[src/rtl/bps_pkg.sv]
// Package for the beep pattern sequencer: request kinds, output field positions,
// the step table and the per-pattern length and repeat lookups.
// No dependencies.
package bps_pkg;

  localparam int PATTERN_COUNT = 7;
  localparam int MAX_STEPS     = 8;
  localparam int ROM_ROWS      = 7;
  localparam int ROM_COLS      = 8;

  localparam int DUR_W  = 16;
  localparam int STEP_W = 3;
  localparam int PAT_W  = 3;
  localparam int LEN_W  = 4;

  // request kinds, carried on tuser
  typedef enum logic [1:0] {
    KIND_TICK = 2'd0,
    KIND_PLAY = 2'd1,
    KIND_STOP = 2'd2
  } kind_t;

  // result tdata bit positions
  localparam int OUT_BUZZER = 0;
  localparam int OUT_BUSY   = 1;
  localparam int OUT_STEP_LO = 2;
  localparam int OUT_STEP_HI = 4;
  localparam int OUT_DONE   = 5;

  typedef logic [DUR_W:0] step_entry_t;  // [16] level, [15:0] duration in ms

  localparam step_entry_t LVL_ON = step_entry_t'(17'h10000);

  localparam step_entry_t STEP_ROM [0:ROM_ROWS*ROM_COLS-1] = '{
    LVL_ON | 17'd100, 17'd50,  LVL_ON | 17'd100, 17'd0,
    17'd0,            17'd0,   17'd0,            17'd0,
    LVL_ON | 17'd100, 17'd0,   17'd0,            17'd0,
    17'd0,            17'd0,   17'd0,            17'd0,
    LVL_ON | 17'd50,  17'd50,  LVL_ON | 17'd250, 17'd0,
    17'd0,            17'd0,   17'd0,            17'd0,
    LVL_ON | 17'd250, 17'd50,  LVL_ON | 17'd50,  17'd0,
    17'd0,            17'd0,   17'd0,            17'd0,
    LVL_ON | 17'd100, 17'd100, LVL_ON | 17'd100, 17'd100,
    LVL_ON | 17'd100, 17'd100, LVL_ON | 17'd100, 17'd100,
    LVL_ON | 17'd50,  17'd200, 17'd0,            17'd0,
    17'd0,            17'd0,   17'd0,            17'd0,
    LVL_ON | 17'd50,  17'd0,   17'd0,            17'd0,
    17'd0,            17'd0,   17'd0,            17'd0
  };

  localparam logic [LEN_W-1:0] ROW_LEN [0:ROM_ROWS-1] = '{
    4'd3, 4'd1, 4'd3, 4'd3, 4'd8, 4'd2, 4'd1
  };
  localparam logic ROW_REP [0:ROM_ROWS-1] = '{
    1'b0, 1'b0, 1'b0, 1'b0, 1'b0, 1'b1, 1'b0
  };

  function automatic step_entry_t step_entry(logic [PAT_W-1:0] p, logic [STEP_W-1:0] s);
    step_entry_t e;
    e = '0;
    if (int'(p) < ROM_ROWS && int'(s) < ROM_COLS) begin
      e = STEP_ROM[int'(p) * ROM_COLS + int'(s)];
    end
    return e;
  endfunction

  // pattern length, clamped to the step limit and table width, at least one
  function automatic logic [LEN_W-1:0] pat_len(logic [PAT_W-1:0] p);
    int n;
    n = 1;
    if (int'(p) < ROM_ROWS) begin
      n = int'(ROW_LEN[p]);
    end
    if (n > MAX_STEPS) n = MAX_STEPS;
    if (n > ROM_COLS) n = ROM_COLS;
    if (n < 1) n = 1;
    return LEN_W'(n);
  endfunction

  function automatic logic pat_rep(logic [PAT_W-1:0] p);
    logic r;
    r = 1'b0;
    if (int'(p) < ROM_ROWS) begin
      r = ROW_REP[p];
    end
    return r;
  endfunction

endpackage

[src/rtl/beep_pattern_sequencer_top.sv]
// Beep pattern sequencer top level: request decode, step sequencing and result register.
// Depends on bps_pkg.
//
//  channel   dir  handshake            payload
//  in_       in   in_tvalid/in_tready  tuser: kind[1:0]; tdata: pattern[2:0], zero pad
//  out_      out  out_tvalid/out_tready tdata: buzzer_drive, busy_res, step_now[2:0],
//                                        pattern_done, zero pad
//  cfg_      in   cfg_wr_en            cfg_wr_data: mute
//
// One request per cycle unless stalled; the registered result shows the next cycle.
// A new request is taken whenever the result register is empty or being drained.
// Each request does the single step-table read and 16-bit countdown combinationally.
// rst_n (synchronous) clears the sequencer to idle, quiet mode off, no result pending.
// A stalled result holds in the result register while in_tready stays low.
module beep_pattern_sequencer_top
  import bps_pkg::*;
(
  input  logic       clk,
  input  logic       rst_n,
  input  logic       in_tvalid,
  output logic       in_tready,
  input  logic [7:0] in_tdata,   // [2:0] pattern, [7:3] zero
  input  logic [1:0] in_tuser,   // [1:0] kind
  output logic       out_tvalid,
  input  logic       out_tready,
  output logic [7:0] out_tdata,  // [0] buzzer_drive, [1] busy_res, [4:2] step_now,
                                 // [5] pattern_done, [7:6] zero
  input  logic       cfg_wr_en,
  input  logic       cfg_wr_data
);

  logic              quiet_r;
  logic              playing_r, playing_nxt;
  logic [PAT_W-1:0]  sel_r, sel_nxt;
  logic [STEP_W-1:0] step_r, step_nxt;
  logic [DUR_W-1:0]  ms_r, ms_nxt;
  logic              level_r, level_nxt;
  logic              out_valid_r;
  logic [7:0]        out_data_r, out_data_nxt;

  logic              accept;
  logic              done;
  logic              load_en;
  logic [STEP_W-1:0] load_pos;
  logic [DUR_W-1:0]  ms_dec;
  logic [LEN_W-1:0]  step_inc;
  logic [PAT_W-1:0]  req_pat;
  step_entry_t       entry;

  assign in_tready  = !out_valid_r || out_tready;
  assign accept     = in_tvalid && in_tready;
  assign out_tvalid = out_valid_r;
  assign out_tdata  = out_data_r;
  assign req_pat    = in_tdata[PAT_W-1:0];

  assign ms_dec   = (ms_r != '0) ? ms_r - DUR_W'(1) : '0;
  assign step_inc = {1'b0, step_r} + LEN_W'(1);

  always_comb begin
    playing_nxt = playing_r;
    sel_nxt     = sel_r;
    step_nxt    = step_r;
    ms_nxt      = ms_r;
    level_nxt   = level_r;
    done        = 1'b0;
    load_en     = 1'b0;
    load_pos    = '0;

    case (kind_t'(in_tuser))
      KIND_TICK: begin
        if (playing_r) begin
          ms_nxt = ms_dec;
          if (ms_dec == '0) begin
            if (step_inc < pat_len(sel_r)) begin
              load_en  = 1'b1;
              load_pos = step_inc[STEP_W-1:0];
            end else if (pat_rep(sel_r)) begin
              load_en = 1'b1;
            end else begin
              playing_nxt = 1'b0;
              step_nxt    = '0;
              ms_nxt      = '0;
              done        = 1'b1;
            end
          end
        end
      end
      KIND_PLAY: begin
        if (int'(req_pat) < PATTERN_COUNT && int'(req_pat) < ROM_ROWS && !quiet_r) begin
          sel_nxt     = req_pat;
          playing_nxt = 1'b1;
          load_en     = 1'b1;
        end
      end
      KIND_STOP: begin
        playing_nxt = 1'b0;
        step_nxt    = '0;
        ms_nxt      = '0;
      end
      default: ;
    endcase

    entry = step_entry(sel_nxt, load_pos);
    if (load_en) begin
      step_nxt  = load_pos;
      ms_nxt    = entry[DUR_W-1:0];
      level_nxt = entry[DUR_W];
    end

    out_data_nxt              = '0;
    out_data_nxt[OUT_BUZZER]  = playing_nxt && level_nxt;
    out_data_nxt[OUT_BUSY]    = playing_nxt;
    out_data_nxt[OUT_STEP_HI:OUT_STEP_LO] = step_nxt;
    out_data_nxt[OUT_DONE]    = done;
  end

  always_ff @(posedge clk) begin
    if (!rst_n) begin
      quiet_r     <= 1'b0;
      playing_r   <= 1'b0;
      sel_r       <= '0;
      step_r      <= '0;
      ms_r        <= '0;
      level_r     <= 1'b0;
      out_valid_r <= 1'b0;
    end else begin
      if (cfg_wr_en) begin
        quiet_r <= cfg_wr_data;
      end
      if (accept) begin
        playing_r   <= playing_nxt;
        sel_r       <= sel_nxt;
        step_r      <= step_nxt;
        ms_r        <= ms_nxt;
        level_r     <= level_nxt;
        out_valid_r <= 1'b1;
      end else if (out_tready) begin
        out_valid_r <= 1'b0;
      end
    end
  end

  always_ff @(posedge clk) begin
    if (accept) begin
      out_data_r <= out_data_nxt;
    end
  end

endmodule

[config.mk]
export PLATFORM = sky130hd
export DESIGN_NAME = beep_pattern_sequencer_top
export DESIGN_NICKNAME = d
export VERILOG_FILES = /design/src/rtl/bps_pkg.sv /design/src/rtl/beep_pattern_sequencer_top.sv
export SDC_FILE = /design/constraint.sdc
export NUM_CORES = 1
export LEC_CHECK = 0
export ABC_CLOCK_PERIOD_IN_PS = 3400
export BUFFER_PORTS_ARGS = -buffer_cell sky130_fd_sc_hd__clkbuf_2
export CAP_MARGIN = 10
export CORE_ASPECT_RATIO = 1.25
export CORE_MARGIN = 1
export CORE_UTILIZATION = 56
export DETAILED_ROUTE_END_ITERATION = 10
export GPL_ROUTABILITY_DRIVEN = 0
export PLACE_DENSITY = 0.77
export SKIP_LAST_GASP = 1
export SYNTH_ARGS = -nofsm -noshare
export SYNTH_HDL_FRONTEND = slang
export SYNTH_SLANG_ARGS = --single-unit
[constraint.sdc]
create_clock -name clk -period 3.4 [get_ports clk]
set_clock_uncertainty 0.2 [all_clocks]
set_input_delay 0.34 -clock clk [delete_from_list [all_inputs] [get_ports clk]]
set_output_delay 0.34 -clock clk [all_outputs]
set_load 0.02 [all_outputs]
# Yosys cells after proc, flatten, opt, wreduce, memory -nomap -nowiden
# Memory sizes are Yosys's and may differ from the RTL's.
# Cells that the tools add are included.
# classes
add_sub_neg,3
multipliers,0
n_div,0
n_lt_le_gt_ge,9
eq_ne,3
n_shift,0
muxes,61
bitwise_logic,5
reduce_logical,13
# op_table
operator,count
2-to-1 mux 32 bit,11
2-to-1 mux 16 bit,6
> comparator 32 x 5 -> 1 bit (second input constant),2
2-to-1 mux 17 bit,3
2-to-1 mux 3 bit,11
>= comparator 32 x 7 -> 1 bit (second input constant),1
less-than comparator 32 x 2 -> 1 bit (second input constant),1
inverter 7 -> 32 bit,1
one-hot mux 16 bit (2 select lines),1
2-to-1 mux 4 bit,7
2-to-1 mux 1 bit,19
logical NOT 16 bit,1
nonzero test 16 bit,1
subtractor 16 x 1 -> 16 bit (second input constant),1
less-than comparator 3 bit (second input constant),3
adder 6 x 3 -> 7 bit,1
one-hot mux 3 bit (2 select lines),1
adder 3 x 1 -> 4 bit (second input constant),1
>= comparator 4 bit (second input constant),1
less-than comparator 4 bit,1
inverter 3 -> 4 bit,1
OR reduction 4 bit,1
logical AND 1 bit,3
!= test 3 bit (second input constant),1
other kinds (11),14
# totals
register_bits,32
latchBits,0
ram_bits,0
mem_bits_ro,1128
input_bits,16
out_inout_bits,10
elab_cells,106
memories,3
# mem_list
memory,words,width,rd,rd_ports_with_merged_regs,wr,line_no,source
(no name shown),64,17,1,0,0,bps_pkg.sv:62,e = STEP_ROM[int'(p) * ROM_COLS + int'(s)];
(no name shown),8,4,1,0,0,bps_pkg.sv:72,n = int'(ROW_LEN[p]);
(no name shown),8,1,1,0,0,bps_pkg.sv:84,r = ROW_REP[p];

# Longest topological paths before layout
# Gate-level depths: netlist of run 1.
# depth
depth_word,36
mapped_depth,11
mapped_depth_nobuf,10

# Worst setup path before layout of run 1
# OpenSTA, ideal clock, no wires.
# synth_timing
path_type,reg-to-reg
startpoint,register sel_r[2]
endpoint,register ms_r[11]
setup_time_ns,0.075
t_arrival_ns,2.506
required_time_ns,3.125
slack_ns,0.619
path_stages_with_launch,11
n_path_buf,1
path_cell_list,dfxtp_1 nor2b_1 nand2b_1 ha_1 nor3_1 a21boi_0 o211a_2 or2_1 clkbuf_2 or4_1 a31oi_1
# synth_between
elab_chain_cells,35
word_cells_on_any_way,60
classes_between,add/sub: 1; order compare: 6; eq/ne: 1; mux: 45; bitwise: 2; reduce/logical: 2; memory: 3
# synth_rtl
item,line_no,source
from (decl),beep_pattern_sequencer_top.sv:34,"logic [PAT_W-1:0] sel_r, sel_nxt;"
from (signal assigned),beep_pattern_sequencer_top.sv:132,sel_r <= sel_nxt;
inverter 3 -> 4 bit (implied by the code),"bps_pkg.sv:72, bps_pkg.sv:84",
memory read (8 x 4 bit),-,
2-to-1 mux 4 bit (implied by the code) (2 in series),bps_pkg.sv:72,
2-to-1 mux 4 bit,bps_pkg.sv:71,if (int'(p) < ROM_ROWS) begin
2-to-1 mux 32 bit,beep_pattern_sequencer_top.sv:73,if (ms_dec == '0) begin
2-to-1 mux 32 bit,beep_pattern_sequencer_top.sv:71,if (playing_r) begin
2-to-1 mux 32 bit,beep_pattern_sequencer_top.sv:69,case (kind_t'(in_tuser))
> comparator 32 x 5 -> 1 bit,bps_pkg.sv:74,if (n > MAX_STEPS) n = MAX_STEPS;
(+17 left out),-,
2-to-1 mux 3 bit,beep_pattern_sequencer_top.sv:71,
2-to-1 mux 3 bit,beep_pattern_sequencer_top.sv:69,
adder 6 x 3 -> 7 bit,bps_pkg.sv:62,
inverter 7 -> 32 bit (implied by the code),bps_pkg.sv:62,
memory read (64 x 17 bit),-,
2-to-1 mux 17 bit (implied by the code) (2 in series),bps_pkg.sv:62,
2-to-1 mux 17 bit,bps_pkg.sv:61,if (int'(p) < ROM_ROWS && int'(s) < ROM_COLS) begin
2-to-1 mux 16 bit,beep_pattern_sequencer_top.sv:104,if (load_en) begin
to (signal assigned),beep_pattern_sequencer_top.sv:134,ms_r <= ms_nxt;
to (decl),beep_pattern_sequencer_top.sv:36,"logic [DUR_W-1:0] ms_r, ms_nxt;"
# Several ways; a longest one is shown, not always the timed one. The select of a mux whose other input is x is not followed.
# A chain may end at the register's enable or synchronous reset.

# Worst setup path after layout of run 1
# layout_timing
startpoint,register ms_r[0]
endpoint,register ms_r[4]
# layout_between
elab_chain_cells,13
word_cells_on_any_way,25
classes_between,add/sub: 2; eq/ne: 1; mux: 16; bitwise: 1; reduce/logical: 4; memory: 1
# layout_rtl
item,line_no,source
subtractor 16 x 1 -> 16 bit or nonzero test 16 bit (tied branches),beep_pattern_sequencer_top.sv:56,assign ms_dec = (ms_r != '0) ? ms_r - DUR_W'(1) : '0;
2-to-1 mux 16 bit (*),beep_pattern_sequencer_top.sv:56,
logical NOT 16 bit,beep_pattern_sequencer_top.sv:73,
2-to-1 mux 3 bit,beep_pattern_sequencer_top.sv:73,
2-to-1 mux 3 bit,beep_pattern_sequencer_top.sv:71,
2-to-1 mux 3 bit,beep_pattern_sequencer_top.sv:69,
adder 6 x 3 -> 7 bit,bps_pkg.sv:62,
inverter 7 -> 32 bit (implied by the code),bps_pkg.sv:62,
memory read (64 x 17 bit),-,
2-to-1 mux 17 bit (implied by the code) (2 in series),bps_pkg.sv:62,
2-to-1 mux 17 bit,bps_pkg.sv:61,
2-to-1 mux 16 bit,beep_pattern_sequencer_top.sv:104,
# Every way passes the cells marked *; elsewhere a longest branch is shown, timed or not. The select of a mux whose other input is x is not followed.

==> impl_results.rst, run 1 <==
.. list-table::
   :header-rows: 1

   * - Metric
     - Value
   * - Final Total Pwr
     - 1.611 mW
   * - Maximum fanout along the worst path
     - 6
   * - Nets
     - between 300 and 400
   * - Placeable core region
     - 0.004066 sq mm
   * - Max IR drop VDD
     - about 0.29 mV
   * - Final period util
     - 0.9202
   * - Xor and xnor area share after synthesis
     - 0.01481
   * - Unrepaired setup endpoints after global routing
     - false
   * - Data required time at the worst endpoint
     - roughly 3.4 ns
   * - Clock sinks
     - 32
   * - Max_slew headroom
     - 0.4664
   * - Number of levels in the clock H-tree
     - 2
   * - Post-synthesis area per instance
     - 7.583 sq um
   * - Final std cell area, no fill
     - 0.002635 sq mm
   * - Cell area after placement
     - approximately 0.0025 sq mm
   * - Ranking of synthesized cells by area
     - sky130_fd_sc_hd__dfxtp_1 22%, sky130_fd_sc_hd__edfxtp_1 7.6%, sky130_fd_sc_hd__nand2_1 6.7%
   * - Global routing usage summed across all routing layers
     - 0.2987
   * - HP Class
     - in2reg
   * - Number of distinct library cell variants in the gate-level netlist after synthesis
     - 67
   * - Multiplexer share of the synthesized area
     - 0.01269
   * - TritonRoute pass-1 iters
     - 4
   * - Clock network latency to the later pin of the worst-skew pair
     - a little under 0.3 ns
   * - Prevailing post-synth register cell
     - sky130_fd_sc_hd__dfxtp_1
   * - Total wirelength of the detailed-routed design
     - a little over 6 mm
   * - Detailed Route Iter0 Violations
     - 170
   * - Vias in the first global route
     - 2,219
   * - Number of nets with antenna violations after detailed routing
     - 0
   * - HPWL Detailed
     - roughly 4.6 mm
   * - Clock Pin Slew Worst Setup and Hold Paths
     - approximately 0.070 ns
   * - Basic-gate share of the synthesized area counting and, or, nand and nor cells
     - 0.3226
   * - Full die area
     - between 0.004 and 0.005 sq mm
   * - Longest Clk Path Bufs
     - 2
   * - TritonCTS clock tree
     - built
   * - Filler cells
     - 370
   * - Total number of vias
     - around 2,500
   * - Result of the run
     - finished clean
   * - Main combinational cell family by area after synthesis
     - simple AND/OR/NAND/NOR gates
   * - Area growth syn-to-layout
     - 11.37%
   * - Detail-routed net length per standard cell
     - around 16 um
   * - Sum of negative setup slack
     - 0 ns
   * - Slew Viols, Final
     - 0
   * - GRT overflow
     - 0
   * - Width of the die
     - about 60 um
   * - Final Hold Violating Endpoints
     - 0
   * - Type of destination of the critical path
     - flip-flop
   * - Number of flip-flops and latches in the synthesized netlist
     - 32
   * - Number of buffers inserted by post-CTS setup repair
     - 0
   * - Antenna violations before repair
     - 0
   * - Largest net degree at the start of global routing
     - 27
   * - Transition time at the pin with the least slew margin
     - about 0.80 ns
   * - Leading cell type in the layout, fill and taps excluded
     - sky130_fd_sc_hd__nand2_1
   * - Share of synthesized area occupied by flip-flops and latches
     - 0.2961
   * - Number of synthesized flops with an enable pin
     - 6
   * - Core Rows
     - 26
   * - First-pass GRT wire length
     - approximately 10 mm
   * - Share of async-settable or async-resettable flops after synthesis
     - 0
   * - Netlist Area Pre-Place
     - approximately 0.0024 sq mm
   * - Most frequent cells in the layout
     - 42 x sky130_fd_sc_hd__nand2_1, 26 x sky130_fd_sc_hd__a21oi_1, 26 x sky130_fd_sc_hd__dfxtp_1
   * - Initial core utilization
     - 0.5818
   * - Proportion of layout cells with a drive suffix above 1
     - 0.1471
   * - Yosys Warn Count
     - 0
   * - Post-Syn Instances
     - ~310
   * - Yosys top cell area share
     - 0.2200
   * - Leakage power total
     - a little under 1 nW
   * - Time the worst path needs with I/O delays and setup
     - about 3.1 ns
   * - Startpoint type of the worst setup path
     - flip-flop
   * - CTS buffer count
     - 5
   * - Post-synthesis cell type with the largest combined area
     - sky130_fd_sc_hd__dfxtp_1
   * - Cell area power density
     - roughly 600 mW/mm^2
   * - Drt via density
     - ~6.4
   * - Count of inserted antenna diode cells
     - 0
   * - Setup violators final
     - 0
   * - Die H
     - 74.68 um
   * - Path type of the worst setup path
     - reg2reg
   * - Number of buffers inserted by port buffering
     - 18
   * - Synth Area in Adders
     - 0.03067
   * - Number of max-cap violations
     - 0
   * - Buffer type at the clock tree root
     - sky130_fd_sc_hd__clkbuf_8
   * - Slack of the worst reg-to-reg path
     - approximately 0.27 ns
   * - Post-route DRC
     - 0
   * - Data arrival at the endpoint of the critical path
     - 3.16 ns
   * - Total area of multi-input combinational cells
     - roughly 0.0016 sq mm
   * - Sequential cell area
     - about 700 sq um
   * - Maximum frequency from static timing analysis
     - 0.3196 GHz
   * - IO Pins
     - 26
   * - Share of the synthesized area in compound gates (AO/OA/AOI/OAI)
     - 0.2739
   * - Final cell utilization of the core
     - 0.6480
-- state kept, by name, indices dropped and copies added (netlist names) --
register	count
ms_r	16
step_r	3
playing_r	1
out_tvalid	1
sel_r	3
level_r	1
out_tdata	6
quiet_r	1
-- critical path: stages (launching register included) --
cell and delay, ns:
sky130_fd_sc_hd__dfxtp_1 0.41, sky130_fd_sc_hd__inv_1 0.10, sky130_fd_sc_hd__ha_1 0.31, sky130_fd_sc_hd__nor4bb_1 0.38, sky130_fd_sc_hd__nand3_1 0.15, sky130_fd_sc_hd__nor3_2 0.33, sky130_fd_sc_hd__a22o_1 0.25, sky130_fd_sc_hd__nand3_1 0.09
sky130_fd_sc_hd__a2111oi_0 0.54, sky130_fd_sc_hd__buf_4 0.21, sky130_fd_sc_hd__a311o_1 0.10
-- stage by stage --
stage / worst slack, ns / cells / hold slack [ns]
floorplan: 0.6188 / 313 / 0.2598
global placement: 0.3743 / 381 / 0.2739
detailed placement: 0.2660 / 381 / 0.2798
CTS: 0.2298 / 389 / 0.08244
global route: 0.01997 / 389 / 0.09557
finish: 0.2714 / 389 / 0.08259
-- where the power goes --
group,switching [mW],internal [mW],total [mW]
registers,0.0542,0.428,0.482
logic,0.487,0.281,0.768
clock network,0.143,0.217,0.361
total,0.684,0.926,1.61
-- synthesized netlist by cell type (7+ instances only) --
master                     count
sky130_fd_sc_hd__nand2_1      42
sky130_fd_sc_hd__a21oi_1      26
sky130_fd_sc_hd__dfxtp_1      26
sky130_fd_sc_hd__nor2_1       21
sky130_fd_sc_hd__nor3_1       14
sky130_fd_sc_hd__nand3_1      13
sky130_fd_sc_hd__o21ai_0      13
sky130_fd_sc_hd__nor4_1       11
sky130_fd_sc_hd__clkbuf_1      9
sky130_fd_sc_hd__inv_1         9
sky130_fd_sc_hd__nor2b_1       7
sky130_fd_sc_hd__o31ai_1       7
-- final timing paths --
| path | cells after the start | from | end |
|---|---|---|---|
| setup / recovery | 10 | ms_r[0] | ms_r[4] |
| hold / removal | 3 | in_tvalid | out_tvalid |
| setup reg to reg | 10 | ms_r[0] | ms_r[4] |
| hold reg to reg | 2 | level_r | level_r |
-- routing by layer --
metal,share of wire,track usage
met2,0.52,0.5189
met5,0,0
met1,0.41,0.3607
met3,0.042,0.03780
met4,0.024,0.1395
-- layout make-up --
| cell class | instances | area share |
|---|---|---|
| Clock buffer | 6 | 0.02754 |
| Clock inverter | 2 | 0.01330 |
| Inverter | 10 | 0.01424 |
| Multi-Input combinational cell | 256 | 0.5926 |
| Sequential cell | 32 | 0.2659 |
| Tap cell | 56 | 0.02659 |
| Timing Repair Buffer | 27 | 0.05983 |
-- cell families (layout without fill, tap and decap cells) --
logic type | after synthesis | in the layout
XOR/XNOR | 4 | 4
flip-flops | 32 | 32
adder cells (fa/ha/maj) | 6 | 6
multiplexers | 3 | 3
other | 1 | 2
AND/OR/NAND/NOR | 146 | 146
AO/OA/AOI/OAI | 95 | 95
buffers and inverters | 25 | 45
-- what timing repair did --
item	CTS	global route
setup endpoints to repair	0	2
gates resized for setup	0	1
hold buffers	0	0
Note: power is estimated with default switching activity, not from simulation.
==> run 2, diff against run 1 <==
Settings changed: ABC_CLOCK_PERIOD_IN_PS 3400 to 3680, CTS_CLUSTER_DIAMETER set to 40.
Clock period 3.4 ns to 3.68 ns, I/O delays scaled along.
==> run 2 against run 1 <==
Cell area decreased by 0.90%; register-to-register slack improved by 0.22 ns; die area did not move; combinational power decreased by 9.1%.
==> impl_results.rst, run 2 (synthesis results as in run 1) <==
.. list-table::
   :header-rows: 1

   * - Metric
     - Value
   * - Post-route DRC
     - 0
   * - Count of inserted antenna diode cells
     - 0
   * - Core Rows
     - 26
   * - Global routing usage summed across all routing layers
     - 0.3112
   * - Result of the run
     - finished clean
   * - End of the worst hold path
     - out_tvalid
   * - Worst r2r src
     - ms_r[0]
   * - Total area of multi-input combinational cells
     - about 0.0016 sq mm
   * - Total number of vias
     - about 2,500
   * - Filler cells
     - about 400
   * - Clock sinks
     - 32
   * - Most frequent cells in the layout
     - 42 x sky130_fd_sc_hd__nand2_1, 26 x sky130_fd_sc_hd__a21oi_1, 26 x sky130_fd_sc_hd__dfxtp_1
   * - Clock Pin Slew Worst Setup and Hold Paths
     - 0.07 ns
   * - Detailed Route Iter0 Violations
     - roughly 170
   * - Antenna violations before repair
     - 0
   * - Data arrival at the endpoint of the critical path
     - around 3.0 ns
   * - Number of levels in the clock H-tree
     - 2
   * - Number of max-cap violations
     - 0
   * - Transition time at the pin with the least slew margin
     - ~0.83 ns
   * - Path type of the worst setup path
     - reg2reg
   * - Time the worst path needs with I/O delays and setup
     - 3.193 ns
   * - Type of destination of the critical path
     - flip-flop
   * - Final Hold Violating Endpoints
     - 0
   * - Post-route insts no fill
     - a little under 400
   * - Width of the die
     - 60.14 um
   * - Sequential cell area
     - around 700 sq um
   * - First-pass GRT wire length
     - ~11 mm
   * - Leading cell type in the layout, fill and taps excluded
     - sky130_fd_sc_hd__nand2_1
   * - Nets
     - between 300 and 400
   * - Vias in the first global route
     - between 2,000 and 2,500
   * - R2R cell count
     - 9
   * - Detail-routed net length per standard cell
     - ~16 um
   * - Biggest register
     - ms_r
   * - Leakage power total
     - roughly 1 nW
   * - Maximum fanout along the worst path
     - 6
   * - Full die area
     - between 0.004 and 0.005 sq mm
   * - Proportion of layout cells with a drive suffix above 1
     - 0.1394
   * - Start point of the worst hold path
     - in_tvalid
   * - Slew Viols, Final
     - 0
   * - Setup violators final
     - 0
   * - Number of instances resized during post-cts repair
     - 0
   * - Maximum frequency from static timing analysis
     - around 0.31 GHz
   * - Cell depth of the worst min-delay path
     - 3
   * - Buffer type at the clock tree root
     - sky130_fd_sc_hd__clkbuf_8
   * - Final Total Pwr
     - 1.486 mW
   * - Number of placed cells counting well taps
     - around 380
   * - Number of nets with antenna violations after detailed routing
     - 0
   * - Unrepaired setup endpoints after global routing
     - false
   * - HP Class
     - in2reg
   * - GRT overflow
     - 0
   * - Longest Clk Path Bufs
     - 2
   * - Sum of negative setup slack
     - 0 ns
   * - TritonRoute pass-1 iters
     - 5
   * - Post-cts hold buffer count
     - 0
   * - Slack of the worst reg-to-reg path
     - between 0.4 and 0.5 ns
   * - Startpoint type of the worst setup path
     - flip-flop
   * - TritonCTS clock tree
     - built
   * - CTS buffer count
     - 5
   * - Total wirelength of the detailed-routed design
     - 6.332 mm
   * - Clock network latency to the later pin of the worst-skew pair
     - between 0.2 and 0.3 ns
   * - Area growth syn-to-layout
     - 10.36%
   * - Drt via density
     - ~6.4
   * - Data required time at the worst endpoint
     - roughly 3.5 ns
   * - Placeable core region
     - 0.004066 sq mm
   * - IO Pins
     - 26
   * - Number of buffers inserted by port buffering
     - 18
   * - Die H
     - 74.68 um
   * - Max_slew headroom
     - 0.4457
   * - HPWL Detailed
     - 4.681 mm
   * - Number of buffers inserted by post-CTS setup repair
     - 0
   * - Max IR drop VDD
     - roughly 0.24 mV
   * - Cell area power density
     - 569.1 mW/mm^2
   * - Endpoint of the most critical register-to-register path
     - out_tdata[0]
   * - Initial core utilization
     - 0.5818
   * - Number of flip-flops in the largest register
     - 16
   * - Final period util
     - 0.8677
   * - Largest net degree at the start of global routing
     - 27
-- run 2: changes by cell type in the layout (fill, tap and decap cells not counted), sizes merged --
cell and delta:
clkbuf -1, clkinvlp +1, buf -3
-- run 2: area by class of cell --
class | instances | area share
repair buffers | 24 | 0.05175
multi-input cells | 256 | 0.5961
flip-flops and latches | 32 | 0.2683
clock buffers | 5 | 0.02635
inverters | 10 | 0.01437
clock inverters | 3 | 0.01629
well taps | 56 | 0.02683
-- run 2: how the worst max path moves through the flow --
stage,slack (ns),depth (start not counted),start,to
3_3_place_gp,0.63,8,step_r[0],ms_r[13]
4_1_cts,0.51,9,sel_r[2],ms_r[13]
3_5_place_dp,0.52,9,sel_r[2],ms_r[11]
6_report,0.49,9,ms_r[0],out_tdata[0]
5_1_grt,0.25,9,ms_r[0],out_tdata[0]
2_1_floorplan,0.90,10,sel_r[2],ms_r[11]
-- run 2: stage by stage --
| step | hold slack [ns] | cell area [sq um] | worst slack, ns | utilization |
|---|---|---|---|---|
| after CTS | 0.1001 | 2611 | 0.5115 | 0.6422 |
| final | 0.1007 | 2611 | 0.4868 | 0.6422 |
| after detailed placement | 0.2785 | 2500 | 0.5248 | 0.6148 |
| after global routing | 0.1123 | 2611 | 0.2475 | 0.6422 |
| after floorplan | 0.2598 | 2370 | 0.8988 | - |
| after global placement | 0.2767 | 2500 | 0.6316 | 0.6148 |
-- run 2: worst max-delay path, stage by stage (launching register included) --
cell and delay (ns):
sky130_fd_sc_hd__dfxtp_1 0.42, sky130_fd_sc_hd__inv_1 0.10, sky130_fd_sc_hd__ha_1 0.31, sky130_fd_sc_hd__nor4bb_1 0.41, sky130_fd_sc_hd__nand3_1 0.13, sky130_fd_sc_hd__a211o_1 0.29
sky130_fd_sc_hd__nor4b_1 0.32, sky130_fd_sc_hd__a41oi_1 0.31, sky130_fd_sc_hd__o22ai_1 0.31, sky130_fd_sc_hd__a211oi_1 0.13
-- run 2: report_power, final --
part	leakage, nW	switching [mW]	internal (mW)
Combinational	0.651	0.447	0.251
Sequential	0.272	0.0508	0.395
Clock	0.0541	0.142	0.200
Total	0.978	0.640	0.846
-- run 2: metal layers --
metal / wire, um / GRT usage / share of wire / vias to the layer above
li1: - / - / - / 1211
met1: 2512 / 0.3774 / 0.40 / 1164
met2: 3255 / 0.5299 / 0.51 / 85
met3: 360 / 0.04296 / 0.057 / 18
met4: 204 / 0.1602 / 0.032 / 0
met5: 0 / 0 / 0 / -
